## src/design/assert_macros.svh

```systemverilog
// Assertion macros shared by the RTL; they compile to nothing in synthesis.
`ifndef ASSERT_MACROS_SVH
`define ASSERT_MACROS_SVH

`ifndef SYNTHESIS

// Clocked implication checked on i_clk, muted while i_rst_n is low.
`define SLE_ASSERT(lbl, prop, msg) \
    lbl: assert property (@(posedge i_clk) disable iff (!i_rst_n) prop) else $error(msg);

// Condition that must never be true at a clock edge out of reset.
`define SLE_NEVER(lbl, cond, msg) \
    lbl: assert property (@(posedge i_clk) disable iff (!i_rst_n) !(cond)) else $error(msg);

`else

`define SLE_ASSERT(lbl, prop, msg)
`define SLE_NEVER(lbl, cond, msg)

`endif

`endif

```

## src/design/sle_pkg.sv

```systemverilog
// Types, codes and sizes shared by the sorted list engine.
`timescale 1ns / 1ps
`default_nettype none

package sle_pkg;

    localparam int DEPTH     = 64;
    localparam int KEY_WIDTH = 16;
    localparam int ADDR_W    = $clog2(DEPTH);
    localparam int CNT_W     = $clog2(DEPTH + 1);
    localparam int OUT_NUM_W = 7;   // width of position and entry_count on the port

    // request kinds
    localparam logic [1:0] REQ_INSERT = 2'd0;
    localparam logic [1:0] REQ_REMOVE = 2'd1;
    localparam logic [1:0] REQ_SEARCH = 2'd2;
    localparam logic [1:0] REQ_CLEAR  = 2'd3;

    // result status
    localparam logic [1:0] ST_OK        = 2'd0;
    localparam logic [1:0] ST_NOT_FOUND = 2'd1;
    localparam logic [1:0] ST_EMPTY     = 2'd2;
    localparam logic [1:0] ST_FULL      = 2'd3;

    typedef logic [KEY_WIDTH-1:0] t_key;
    typedef logic [ADDR_W-1:0]    t_addr;
    typedef logic [CNT_W-1:0]     t_cnt;

    typedef struct packed {
        logic [1:0] op;
        t_key       key;
    } t_req;

    typedef struct packed {
        logic [OUT_NUM_W-1:0] entry_count;
        logic [OUT_NUM_W-1:0] position;
        logic [1:0]           status;
    } t_result;

    typedef struct packed {
        logic  rd_en;
        t_addr rd_addr;
        logic  wr_en;
        t_addr wr_addr;
        t_key  wr_data;
    } t_ram_req;

    typedef struct packed {
        logic busy;
        t_cnt count;
    } t_ctrl_stat;

endpackage

`default_nettype wire

```

## src/design/sle_ram.sv

```systemverilog
// Simple dual-port RAM: one write port, one registered read port.
`timescale 1ns / 1ps
`default_nettype none

module sle_ram #(
    parameter int ADDR_BITS = 6,
    parameter int DATA_BITS = 16,
    parameter int WORDS     = 64
) (
    input  wire logic                 i_clk,
    input  wire logic                 i_wr_en,
    input  wire logic [ADDR_BITS-1:0] i_wr_addr,
    input  wire logic [DATA_BITS-1:0] i_wr_data,
    input  wire logic                 i_rd_en,
    input  wire logic [ADDR_BITS-1:0] i_rd_addr,
    output logic      [DATA_BITS-1:0] o_rd_data
);

    logic [DATA_BITS-1:0] r_mem [WORDS];

    always_ff @(posedge i_clk) begin
        if (i_wr_en) begin
            r_mem[i_wr_addr] <= i_wr_data;
        end
    end

    always_ff @(posedge i_clk) begin
        if (i_rd_en) begin
            o_rd_data <= r_mem[i_rd_addr];
        end
    end

endmodule

`default_nettype wire

```

## src/design/sle_ctrl.sv

```systemverilog
// Scan sequencer: walks the key store at most once per request, shifting in place.
`timescale 1ns / 1ps
`default_nettype none

module sle_ctrl import sle_pkg::*; (
    input  wire logic       i_clk,
    input  wire logic       i_rst_n,
    input  wire logic       i_req_valid,
    input  wire t_req       i_req,
    output logic            o_req_ready,
    output logic            o_res_valid,
    input  wire logic       i_res_ready,
    output t_result         o_res,
    output t_ram_req        o_ram,
    input  wire t_key       i_rd_data,
    output t_ctrl_stat      o_stat
);

    localparam logic [1:0] S_IDLE = 2'd0;
    localparam logic [1:0] S_SCAN = 2'd1;
    localparam logic [1:0] S_DONE = 2'd2;

    logic [1:0] r_state,    n_state;
    logic [1:0] r_op,       n_op;
    t_key       r_key,      n_key;
    t_cnt       r_cnt,      n_cnt;
    t_cnt       r_rd_addr,  n_rd_addr;
    logic       r_rd_vld,   n_rd_vld;
    t_addr      r_dat_addr, n_dat_addr;
    logic       r_hit,      n_hit;
    t_key       r_carry,    n_carry;
    logic [1:0] r_status,   n_status;
    t_cnt       r_pos,      n_pos;

    logic issue;

    always_comb begin
        n_state    = r_state;
        n_op       = r_op;
        n_key      = r_key;
        n_cnt      = r_cnt;
        n_rd_addr  = r_rd_addr;
        n_rd_vld   = 1'b0;
        n_dat_addr = r_dat_addr;
        n_hit      = r_hit;
        n_carry    = r_carry;
        n_status   = r_status;
        n_pos      = r_pos;
        o_ram      = '0;
        issue      = (r_state == S_SCAN) && (r_rd_addr < r_cnt);

        case (r_state)
            S_IDLE: begin
                if (i_req_valid) begin
                    n_op      = i_req.op;
                    n_key     = i_req.key;
                    n_rd_addr = '0;
                    n_hit     = 1'b0;
                    n_pos     = '0;
                    n_status  = ST_OK;
                    case (i_req.op)
                        REQ_CLEAR: begin
                            n_cnt   = '0;
                            n_state = S_DONE;
                        end
                        REQ_INSERT: begin
                            if (r_cnt == CNT_W'(DEPTH)) begin
                                n_status = ST_FULL;
                                n_state  = S_DONE;
                            end else begin
                                n_state = S_SCAN;
                            end
                        end
                        default: begin
                            if (r_cnt == '0) begin
                                n_status = ST_EMPTY;
                                n_state  = S_DONE;
                            end else begin
                                n_state = S_SCAN;
                            end
                        end
                    endcase
                end
            end

            S_SCAN: begin
                // read side runs one entry ahead of the compare/write side
                if (issue) begin
                    o_ram.rd_en   = 1'b1;
                    o_ram.rd_addr = r_rd_addr[ADDR_W-1:0];
                    n_rd_addr     = r_rd_addr + 1'b1;
                    n_dat_addr    = r_rd_addr[ADDR_W-1:0];
                    n_rd_vld      = 1'b1;
                end

                if (r_rd_vld) begin
                    case (r_op)
                        REQ_SEARCH: begin
                            if (i_rd_data == r_key) begin
                                n_pos   = CNT_W'(r_dat_addr) + 1'b1;
                                n_state = S_DONE;
                            end
                        end
                        REQ_REMOVE: begin
                            // after the hit, every later key moves down one slot
                            if (r_hit) begin
                                o_ram.wr_en   = 1'b1;
                                o_ram.wr_addr = r_dat_addr - 1'b1;
                                o_ram.wr_data = i_rd_data;
                            end else if (i_rd_data == r_key) begin
                                n_hit = 1'b1;
                            end
                        end
                        REQ_INSERT: begin
                            // once placed, the displaced key rides up one slot a beat
                            if (r_hit) begin
                                o_ram.wr_en   = 1'b1;
                                o_ram.wr_addr = r_dat_addr;
                                o_ram.wr_data = r_carry;
                                n_carry       = i_rd_data;
                            end else if (i_rd_data >= r_key) begin
                                o_ram.wr_en   = 1'b1;
                                o_ram.wr_addr = r_dat_addr;
                                o_ram.wr_data = r_key;
                                n_carry       = i_rd_data;
                                n_hit         = 1'b1;
                            end
                        end
                        default: ;
                    endcase
                end else if (!issue) begin
                    // all entries seen and pipeline drained
                    n_state = S_DONE;
                    case (r_op)
                        REQ_SEARCH: begin
                            n_status = ST_NOT_FOUND;
                        end
                        REQ_REMOVE: begin
                            if (r_hit) begin
                                n_cnt = r_cnt - 1'b1;
                            end else begin
                                n_status = ST_NOT_FOUND;
                            end
                        end
                        REQ_INSERT: begin
                            o_ram.wr_en   = 1'b1;
                            o_ram.wr_addr = r_cnt[ADDR_W-1:0];
                            o_ram.wr_data = r_hit ? r_carry : r_key;
                            n_cnt         = r_cnt + 1'b1;
                        end
                        default: ;
                    endcase
                end
            end

            S_DONE: begin
                if (i_res_ready) begin
                    n_state = S_IDLE;
                end
            end

            default: begin
                n_state = S_IDLE;
            end
        endcase
    end

    always_ff @(posedge i_clk) begin
        if (!i_rst_n) begin
            r_state  <= S_IDLE;
            r_cnt    <= '0;
            r_rd_vld <= 1'b0;
        end else begin
            r_state  <= n_state;
            r_cnt    <= n_cnt;
            r_rd_vld <= n_rd_vld;
        end
    end

    always_ff @(posedge i_clk) begin
        r_op       <= n_op;
        r_key      <= n_key;
        r_rd_addr  <= n_rd_addr;
        r_dat_addr <= n_dat_addr;
        r_hit      <= n_hit;
        r_carry    <= n_carry;
        r_status   <= n_status;
        r_pos      <= n_pos;
    end

    assign o_req_ready       = (r_state == S_IDLE);
    assign o_res_valid       = (r_state == S_DONE);
    assign o_res.status      = r_status;
    assign o_res.position    = OUT_NUM_W'(r_pos);
    assign o_res.entry_count = OUT_NUM_W'(r_cnt);
    assign o_stat.busy       = (r_state != S_IDLE);
    assign o_stat.count      = r_cnt;

endmodule

`default_nettype wire

```

## src/design/sorted_list_engine.sv

```systemverilog
// Top level of the sorted list engine: stream ports, key RAM, scan sequencer.
//
//  channel   dir  sideband       payload
//  s_axis    in   tuser=req_type tdata=key
//  m_axis    out  -              tdata=status, position, entry_count
//
// One request at a time. A request that scans reads all N keys stored
// (1 <= N <= 64) between accept and result: the single read port of the
// key RAM sees one entry per cycle, followed by pipeline drain and finish.
// Clear, full, empty, early search hits and inserts into an empty list finish sooner.
// Reset (i_rst_n low, synchronous) empties the list; RAM contents are left.
// The result sits in an output register, so a stalled sink holds one result
// while the engine already takes and works on the next request.
`timescale 1ns / 1ps
`default_nettype none
`include "assert_macros.svh"

module sorted_list_engine import sle_pkg::*; (
    input  wire logic        i_clk,
    input  wire logic        i_rst_n,
    input  wire logic        i_s_tvalid,
    output logic             o_s_tready,
    input  wire logic [15:0] i_s_tdata,   // [15:0] key
    input  wire logic [1:0]  i_s_tuser,   // [1:0] req_type
    output logic             o_m_tvalid,
    input  wire logic        i_m_tready,
    output logic      [15:0] o_m_tdata    // [1:0] status, [8:2] position, [15:9] entry_count
);

    t_req       req;
    logic       res_valid;
    logic       res_ready;
    t_result    res;
    t_ram_req   ram;
    t_key       rd_data;
    t_ctrl_stat stat;

    logic       r_m_valid;
    t_result    r_m_data;

    assign req.op  = i_s_tuser;
    assign req.key = i_s_tdata[KEY_WIDTH-1:0];

    sle_ctrl u_ctrl (
        .i_clk       (i_clk),
        .i_rst_n     (i_rst_n),
        .i_req_valid (i_s_tvalid),
        .i_req       (req),
        .o_req_ready (o_s_tready),
        .o_res_valid (res_valid),
        .i_res_ready (res_ready),
        .o_res       (res),
        .o_ram       (ram),
        .i_rd_data   (rd_data),
        .o_stat      (stat)
    );

    sle_ram #(
        .ADDR_BITS (ADDR_W),
        .DATA_BITS (KEY_WIDTH),
        .WORDS     (DEPTH)
    ) u_ram (
        .i_clk     (i_clk),
        .i_wr_en   (ram.wr_en),
        .i_wr_addr (ram.wr_addr),
        .i_wr_data (ram.wr_data),
        .i_rd_en   (ram.rd_en),
        .i_rd_addr (ram.rd_addr),
        .o_rd_data (rd_data)
    );

    // output register: load when empty or when the current beat leaves
    assign res_ready = !r_m_valid || i_m_tready;

    always_ff @(posedge i_clk) begin
        if (!i_rst_n) begin
            r_m_valid <= 1'b0;
        end else if (res_ready) begin
            r_m_valid <= res_valid;
        end
    end

    always_ff @(posedge i_clk) begin
        if (res_ready && res_valid) begin
            r_m_data <= res;
        end
    end

    assign o_m_tvalid = r_m_valid;
    assign o_m_tdata  = r_m_data;

    // one request in flight: ready drops right after an accepted beat
    `SLE_ASSERT(a_one_in_flight, (i_s_tvalid && o_s_tready) |=> !o_s_tready, "second request taken while busy")
    // the RAM is written only while a request is being worked on
    `SLE_NEVER(a_wr_when_idle, ram.wr_en && !stat.busy, "RAM write with engine idle")
    // the stored count stays within the store
    `SLE_NEVER(a_cnt_bound, stat.count > CNT_W'(DEPTH), "entry count beyond depth")
    // a full rejection always reports a full store
    `SLE_ASSERT(a_full_count, (res_valid && res.status == ST_FULL) |-> (stat.count == CNT_W'(DEPTH)), "full status with room left")

endmodule

`default_nettype wire

```

## config.mk

```make
export PLATFORM = sky130hd
export DESIGN_NAME = sorted_list_engine
export DESIGN_NICKNAME = d
export VERILOG_FILES = /design/src/design/sle_pkg.sv /design/src/design/sle_ram.sv /design/src/design/sle_ctrl.sv /design/src/design/sorted_list_engine.sv
export VERILOG_INCLUDE_DIRS = /design/src /design/src/design
export SDC_FILE = /design/constraint.sdc
export NUM_CORES = 1
export LEC_CHECK = 0
export BUFFER_PORTS_ARGS = -buffer_cell sky130_fd_sc_hd__clkbuf_2
export CORE_ASPECT_RATIO = 0.75
export CORE_UTILIZATION = 45
export DETAILED_ROUTE_END_ITERATION = 12
export MAX_ROUTING_LAYER = met4
export PLACE_DENSITY = 0.59
export SETUP_SLACK_MARGIN = 0.2
export SLEW_MARGIN = 20
export SYNTH_ARGS = -nofsm -noshare
export SYNTH_HDL_FRONTEND = slang
export SYNTH_HIERARCHICAL = 1
export SYNTH_SLANG_ARGS = --single-unit
export TNS_END_PERCENT = 100
```

## constraint.sdc

```tcl
create_clock -name i_clk -period 10.9 [get_ports i_clk]
set_clock_uncertainty 0.15 [all_clocks]
set_input_delay 1.635 -clock i_clk [delete_from_list [all_inputs] [get_ports i_clk]]
set_output_delay 1.635 -clock i_clk [all_outputs]
set_load 0.02 [all_outputs]
```

==> impl_metrics.env, run 1 <==
export IMPL_status="completed"
export IMPL_cap_violations=0
export IMPL_drc=0
export IMPL_ys_warn_count=6
export IMPL_grt_pass1_wl_um=161000
export IMPL_die_h_um=275
export IMPL_power_density_nw_per_um2=172
export IMPL_end_kind="flip-flop"
export IMPL_tns_ns=0
export IMPL_cts_tree="done"
export IMPL_fp_dieW_um=367
export IMPL_rows=99
export IMPL_min_path_type="reg -> reg"
export IMPL_drt_iter0_drc=2745
export IMPL_cts_buffers=105
export IMPL_num_io_pins=40
export IMPL_cts_root_buffer_cell="clkbuf_16"
export IMPL_stdcell_count=3773
export IMPL_hold_viol=0
export IMPL_placed_cells=3572
export IMPL_drt_pre_antenna_iters=6
export IMPL_grt_pass1_vias=22200
export IMPL_post_route_period_util=0.526
export IMPL_initial_utilization=0.458
export IMPL_antenna_left=0
export IMPL_drv_slew=0
export IMPL_timing_fmax_ghz=0.174
export IMPL_slew_headroom=0.226
export IMPL_ctsResizeCount=0
export IMPL_syn_to_final_growth_pct=12.5
export IMPL_irDropWorstVdd_uv=129
export IMPL_fin_nets=2430
export IMPL_hold_buffers=0
export IMPL_grt_max_degree=102
export IMPL_dieArea_um2=101000
export IMPL_p_leak_uw=0.0165
export IMPL_worst_slew_pin_transition_ns=1.16
export IMPL_vias_per_cell=6.07
export IMPL_place_ws_ns=5.21
export IMPL_grt_setup_unrepaired="no"
export IMPL_cts_setup_buffers=0
export IMPL_routed_wl_um=113000
export IMPL_drive_gt1_frac=0.243
export IMPL_crit_fanout=28
export IMPL_insertion_delay_ns=0.70
export IMPL_clk_pin_slew_ns=0.07
export IMPL_htree_num_levels=3
export IMPL_setup_violations=0
export IMPL_postSynthCellCount=2251
export IMPL_critPathRequiredTime_ns=11.09
export IMPL_critPathKind="reg -> reg"
export IMPL_setup_ws_ns=5.17
export IMPL_fin_crit_ns=5.73
export IMPL_syn_avg_cell_area_um2=19.9
export IMPL_syn_area_um2=44900
export IMPL_coreArea_um2=98000
export IMPL_gp_congestion=0.975
export IMPL_dp_hpwl_um=68800
export IMPL_vias=22900
export IMPL_gr_usage_all_layers=0.231
export IMPL_port_buffers=39
export IMPL_antenna_found_initial=5
export IMPL_numClockSinks=1124
export IMPL_cp_data_arrival_time_ns=5.92
export IMPL_wl_per_cell_um=29.8
export IMPL_grt_overflow_total=0
export IMPL_cts_buffer_depth=3
export IMPL_start_kind="flip-flop"
export IMPL_synth_nets=2311
-- critical path: stages, from the launching register on --
cell	delay (ns)
edfxtp_1	0.49
ha_1	0.35
a211o_1	0.31
o211ai_1	0.14
o211a_1	0.48
and3_4	0.57
buf_4	0.57
buf_4	0.55
mux4_2	0.56
mux2i_1	0.30
a22oi_1	0.18
a31oi_1	0.49
a311oi_1	0.19
-- layout make-up --
cell class / count / area (um2)
antenna: 1 / 2.50
inverter: 35 / 131
clock buffer: 126 / 2790
sequential: 1124 / 33600
tap: 1313 / 1640
fill: 7725 / 47500
timing repair buffer: 136 / 991
multi-input combinational: 968 / 10600
clock inverter: 70 / 667
-- worst paths after layout --
path	cells past startpoint	to	slack, ns	from
worst min-delay path	0	o_m_tdata[3]	0.27	u_ctrl/r_pos[1]
worst min register to register	0	o_m_tdata[3]	0.27	u_ctrl/r_pos[1]
worst max-delay path	12	u_ram/o_rd_data[13]	5.17	u_ctrl/r_rd_addr[4]
worst max register to register	12	u_ram/o_rd_data[13]	5.17	u_ctrl/r_rd_addr[4]
-- metal layers --
metal | global-route usage | vias to the layer above | wire length, um
met2 | 0.318 | 1016 | 48600
met4 | 0.0525 | 0 | 2610
met5 | - | - | 0
met1 | 0.343 | 12200 | 50800
li1 | - | 9523 | -
met3 | 0.0584 | 190 | 10600
-- state kept, by name (all words and copies together) (netlist names), 2 cells and up --
signal / cells
u_ctrl/r_dat_addr: 6
u_ctrl/r_pos: 7
u_ram/r_mem: 1024
u_ctrl/r_op: 2
o_m_tdata: 16
u_ctrl/r_key: 16
u_ctrl/r_carry: 16
u_ctrl/r_cnt: 7
u_ctrl/r_status: 2
u_ctrl/r_state: 2
u_ram/o_rd_data: 16
u_ctrl/r_rd_addr: 7
-- placed cells by master (no fill, tap or decap), drive strengths merged, types with 28 or more instances in the layout --
| cell type | count |
|---|---|
| buf | 97 |
| edfxtp | 1113 |
| inv | 38 |
| mux4 | 224 |
| mux2i | 87 |
| nand2 | 83 |
| mux2 | 28 |
| nor2b | 35 |
| o21ai | 40 |
| nor2 | 96 |
| a21oi | 41 |
| clkbuf | 165 |
| clkinv | 47 |
| ha | 37 |
| nand3 | 36 |
| a22oi | 59 |
-- metrics by stage --
step / hold slack, ns / area (um2) / util / total power [uW]
2_1_floorplan: 0.250 / 44900 / - / 4990
3_3_place_gp: 0.255 / 46900 / 0.479 / 5080
6_report: 0.274 / 50500 / 0.515 / 8690
4_1_cts: 0.276 / 50400 / 0.514 / 8760
5_1_grt: 0.285 / 50500 / 0.515 / 8930
3_5_place_dp: 0.259 / 46900 / 0.479 / 5080
-- power by group --
part | internal [uW] | switching, uW
sequential | 4730 | 17.8
combinational | 83.1 | 164
clock | 2110 | 1590
total | 6920 | 1770
(Power assumes the default switching activity.)
==> run 2: changes to the inputs <==
--- a/config.mk
+++ b/config.mk
@@ -6,6 +6,7 @@
 export SDC_FILE = /design/constraint.sdc
 export NUM_CORES = 1
 export LEC_CHECK = 0
+export ABC_AREA = 1
 export BUFFER_PORTS_ARGS = -buffer_cell sky130_fd_sc_hd__clkbuf_2
 export CORE_ASPECT_RATIO = 0.75
 export CORE_UTILIZATION = 45
==> constraint.sdc (replaced) <==
create_clock -name i_clk -period 5.9 [get_ports i_clk]
set_clock_uncertainty 0.15 [all_clocks]
set_input_delay 0.885 -clock i_clk [delete_from_list [all_inputs] [get_ports i_clk]]
set_output_delay 0.885 -clock i_clk [all_outputs]
set_load 0.02 [all_outputs]
==> run 2 against run 1 <==
Net effect: final cell count is 51% higher; non-clock buffer count is 22 higher; sequential share of layout area is 2.5 points lower; routed wire length is 19% higher; die area is 5.9% higher; combinational power grew to 15 times the previous value; hold slack worse by 0.065 ns; setup slack worse by 4.3 ns; synthesized cell count is 86% higher; total power is 130% higher; clock-buffer cell count is 3 higher; via count is 39% higher; critical endpoint is now u_ram/o_rd_data[9]; largest power group unchanged.
==> impl_metrics.env, run 2 <==
export IMPL_status="completed"
export IMPL_power_density_nw_per_um2=376
export IMPL_end_kind="flip-flop"
export IMPL_cts_setup_buffers=0
export IMPL_syn_area_um2=47500
export IMPL_met3_usage=0.0553
export IMPL_gp_congestion=0.868
export IMPL_postSynthCellCount=4178
export IMPL_coreArea_um2=104000
export IMPL_rows=102
export IMPL_htree_num_levels=3
export IMPL_rr_worst_depth=17
export IMPL_syn_to_final_growth_pct=10.4
export IMPL_timing_fmax_ghz=0.201
export IMPL_cap_violations=0
export IMPL_routed_wl_um=134000
export IMPL_antenna_found_initial=4
export IMPL_numClockSinks=1124
export IMPL_hold_ws_ns=0.209
export IMPL_cts_tree="done"
export IMPL_initial_utilization=0.457
export IMPL_clk_pin_slew_ns=0.06
export IMPL_port_buffers=39
export IMPL_drv_slew=0
export IMPL_ys_warn_count=6
export IMPL_largest_reg_flops=1024
export IMPL_grt_setup_unrepaired="no"
export IMPL_drive_gt1_frac=0.0830
export IMPL_dp_hpwl_um=76400
export IMPL_syn_avg_cell_area_um2=11.4
export IMPL_mostFrequentLayoutCell="nand2_1"
export IMPL_place_ws_ns=1.03
export IMPL_cts_root_buffer_cell="clkbuf_16"
export IMPL_p_comb_frac=0.192
export IMPL_die_h_um=283
export IMPL_irDropWorstVdd_uv=277
export IMPL_hold_viol=0
export IMPL_switchingPower_uw=5970
export IMPL_vias=32000
export IMPL_min_to="u_ctrl/r_key[6]"
export IMPL_r2r_start="u_ctrl/r_cnt[4]"
export IMPL_grt_pass1_vias=29200
export IMPL_r2r_slack_ns=0.91
export IMPL_ctsResizeCount=0
export IMPL_p_clk_frac=0.340
export IMPL_cts_buffers=107
export IMPL_fp_dieW_um=377
export IMPL_hold_depth=1
export IMPL_grt_pass1_wl_um=198000
export IMPL_p_sw_frac=0.302
export IMPL_post_route_period_util=0.845
export IMPL_dieArea_um2=107000
export IMPL_wl_per_cell_um=23.5
export IMPL_fin_nets=4265
export IMPL_tns_ns=0
export IMPL_grt_overflow_total=0
export IMPL_num_io_pins=40
export IMPL_drc=0
export IMPL_setup_ws_ns=0.914
export IMPL_min_path_type="in -> reg"
export IMPL_vias_per_cell=5.61
export IMPL_largest_register="u_ram/r_mem"
export IMPL_worst_slew_pin_transition_ns=1.14
export IMPL_met1_usage=0.400
export IMPL_use_met2=0.346
export IMPL_critPathKind="reg -> reg"
export IMPL_antenna_left=0
export IMPL_insertion_delay_ns=0.71
export IMPL_critPathRequiredTime_ns=6.21
export IMPL_seq_power_share=0.468
export IMPL_p_int_uw=13800
export IMPL_crit_fanout=179
export IMPL_synth_nets=4238
export IMPL_drt_pre_antenna_iters=6
export IMPL_start_kind="flip-flop"
export IMPL_drt_iter0_drc=4210
export IMPL_cts_buffer_depth=3
export IMPL_cp_data_arrival_time_ns=5.29
export IMPL_fin_crit_ns=4.99
export IMPL_nFillCells=9140
export IMPL_p_leak_uw=0.0190
export IMPL_busiest_layer="met1"
export IMPL_gr_usage_all_layers=0.257
export IMPL_setup_violations=0
export IMPL_slew_headroom=0.240
export IMPL_hold_buffers=0
export IMPL_timing_rr_end="u_ram/o_rd_data[9]"
export IMPL_grt_max_degree=180
export IMPL_layout_common_cells="nand2_1 (1500), edfxtp_1 (1113), nand3_1 (897)"
export IMPL_min_from="i_s_tdata[6]"
[run 2: changes by cell type in the layout (fill, tap and decap cells not counted), moves of 16 or more]
cell,before,now
nand2_1,81,1500
nand3_1,36,897
mux4_2,218,0
mux2i_1,87,0
inv_1,34,96
a22oi_1,58,0
nor2_1,87,132
nor2b_1,34,0
mux2_2,28,0
buf_4,91,108
a221oi_1,16,0
o21ai_4,16,0
[run 2: critical path: stages, from the launching register on]
cell and delay [ns]:
dfxtp_1 0.42, inv_1 0.09, ha_1 0.32, a21oi_1 0.17, o21a_1 0.16, nand3_2 0.34, nor2_4 0.58, inv_16 0.33
buf_4 0.40, buf_12 0.27, nand2_1 0.12, nand3_1 0.07, nand3_1 0.13, nand2_1 0.10, nand2_1 0.10, nand3_1 0.41
nand3_1 0.33, nand2_1 0.09
[run 2: through the flow]
stage                     utilization  instances  instance area (um2)  total power (uW)
final                           0.505       5698                52400             19700
after global routing            0.505       5696                52400             20500
after detailed placement        0.472       5500                49100             13100
after global placement          0.472       5500                49100             13100
after CTS                       0.505       5695                52400             19800
after floorplan                     -       4178                47500             11800
[run 2: layout make-up]
cell class / instances / area, um2 / area share
Clock buffer: 129 / 2800 / 0.0534
Sequential cell: 1124 / 33600 / 0.641
Tap cell: 1404 / 1760 / 0.0335
Multi-Input combinational cell: 2706 / 12000 / 0.229
Antenna cell: 3 / 7.51 / 0.000143
Inverter: 108 / 435 / 0.00830
Clock inverter: 66 / 547 / 0.0104
Timing Repair Buffer: 158 / 1230 / 0.0234
[run 2: layer usage]
metal / part of all wire / vias to the layer above
li1: - / 14600
met1: 0.47 / 15700
met2: 0.42 / 1512
met3: 0.10 / 140
met4: 0.013 / 0
met5: 0 / -
[run 2: how the worst max path moves through the flow]
| stage | start | endpoint | slack (ns) | depth (start not counted) |
|---|---|---|---|---|
| final | u_ctrl/r_cnt[4] | u_ram/o_rd_data[9] | 0.91 | 17 |
| after global routing | u_ctrl/r_cnt[4] | u_ram/o_rd_data[9] | 0.68 | 17 |
| after CTS | u_ctrl/r_cnt[6] | u_ram/o_rd_data[9] | 1.01 | 17 |
| after detailed placement | u_ctrl/r_cnt[4] | u_ram/o_rd_data[9] | 1.03 | 17 |
| after global placement | u_ctrl/r_cnt[4] | u_ram/o_rd_data[9] | 1.05 | 17 |
| after floorplan | u_ram/o_rd_data[15] | u_ram/r_mem[32][0] | 2.55 | 13 |
[run 2: power groups by stage]
stage	clock network, uW	registers (uW)	logic, uW
2_1_floorplan	0	9370	2470
3_3_place_gp	0	9410	3710
3_5_place_dp	0	9410	3720
4_1_cts	6800	9240	3730
5_1_grt	7100	9260	4140
6_report	6710	9240	3790
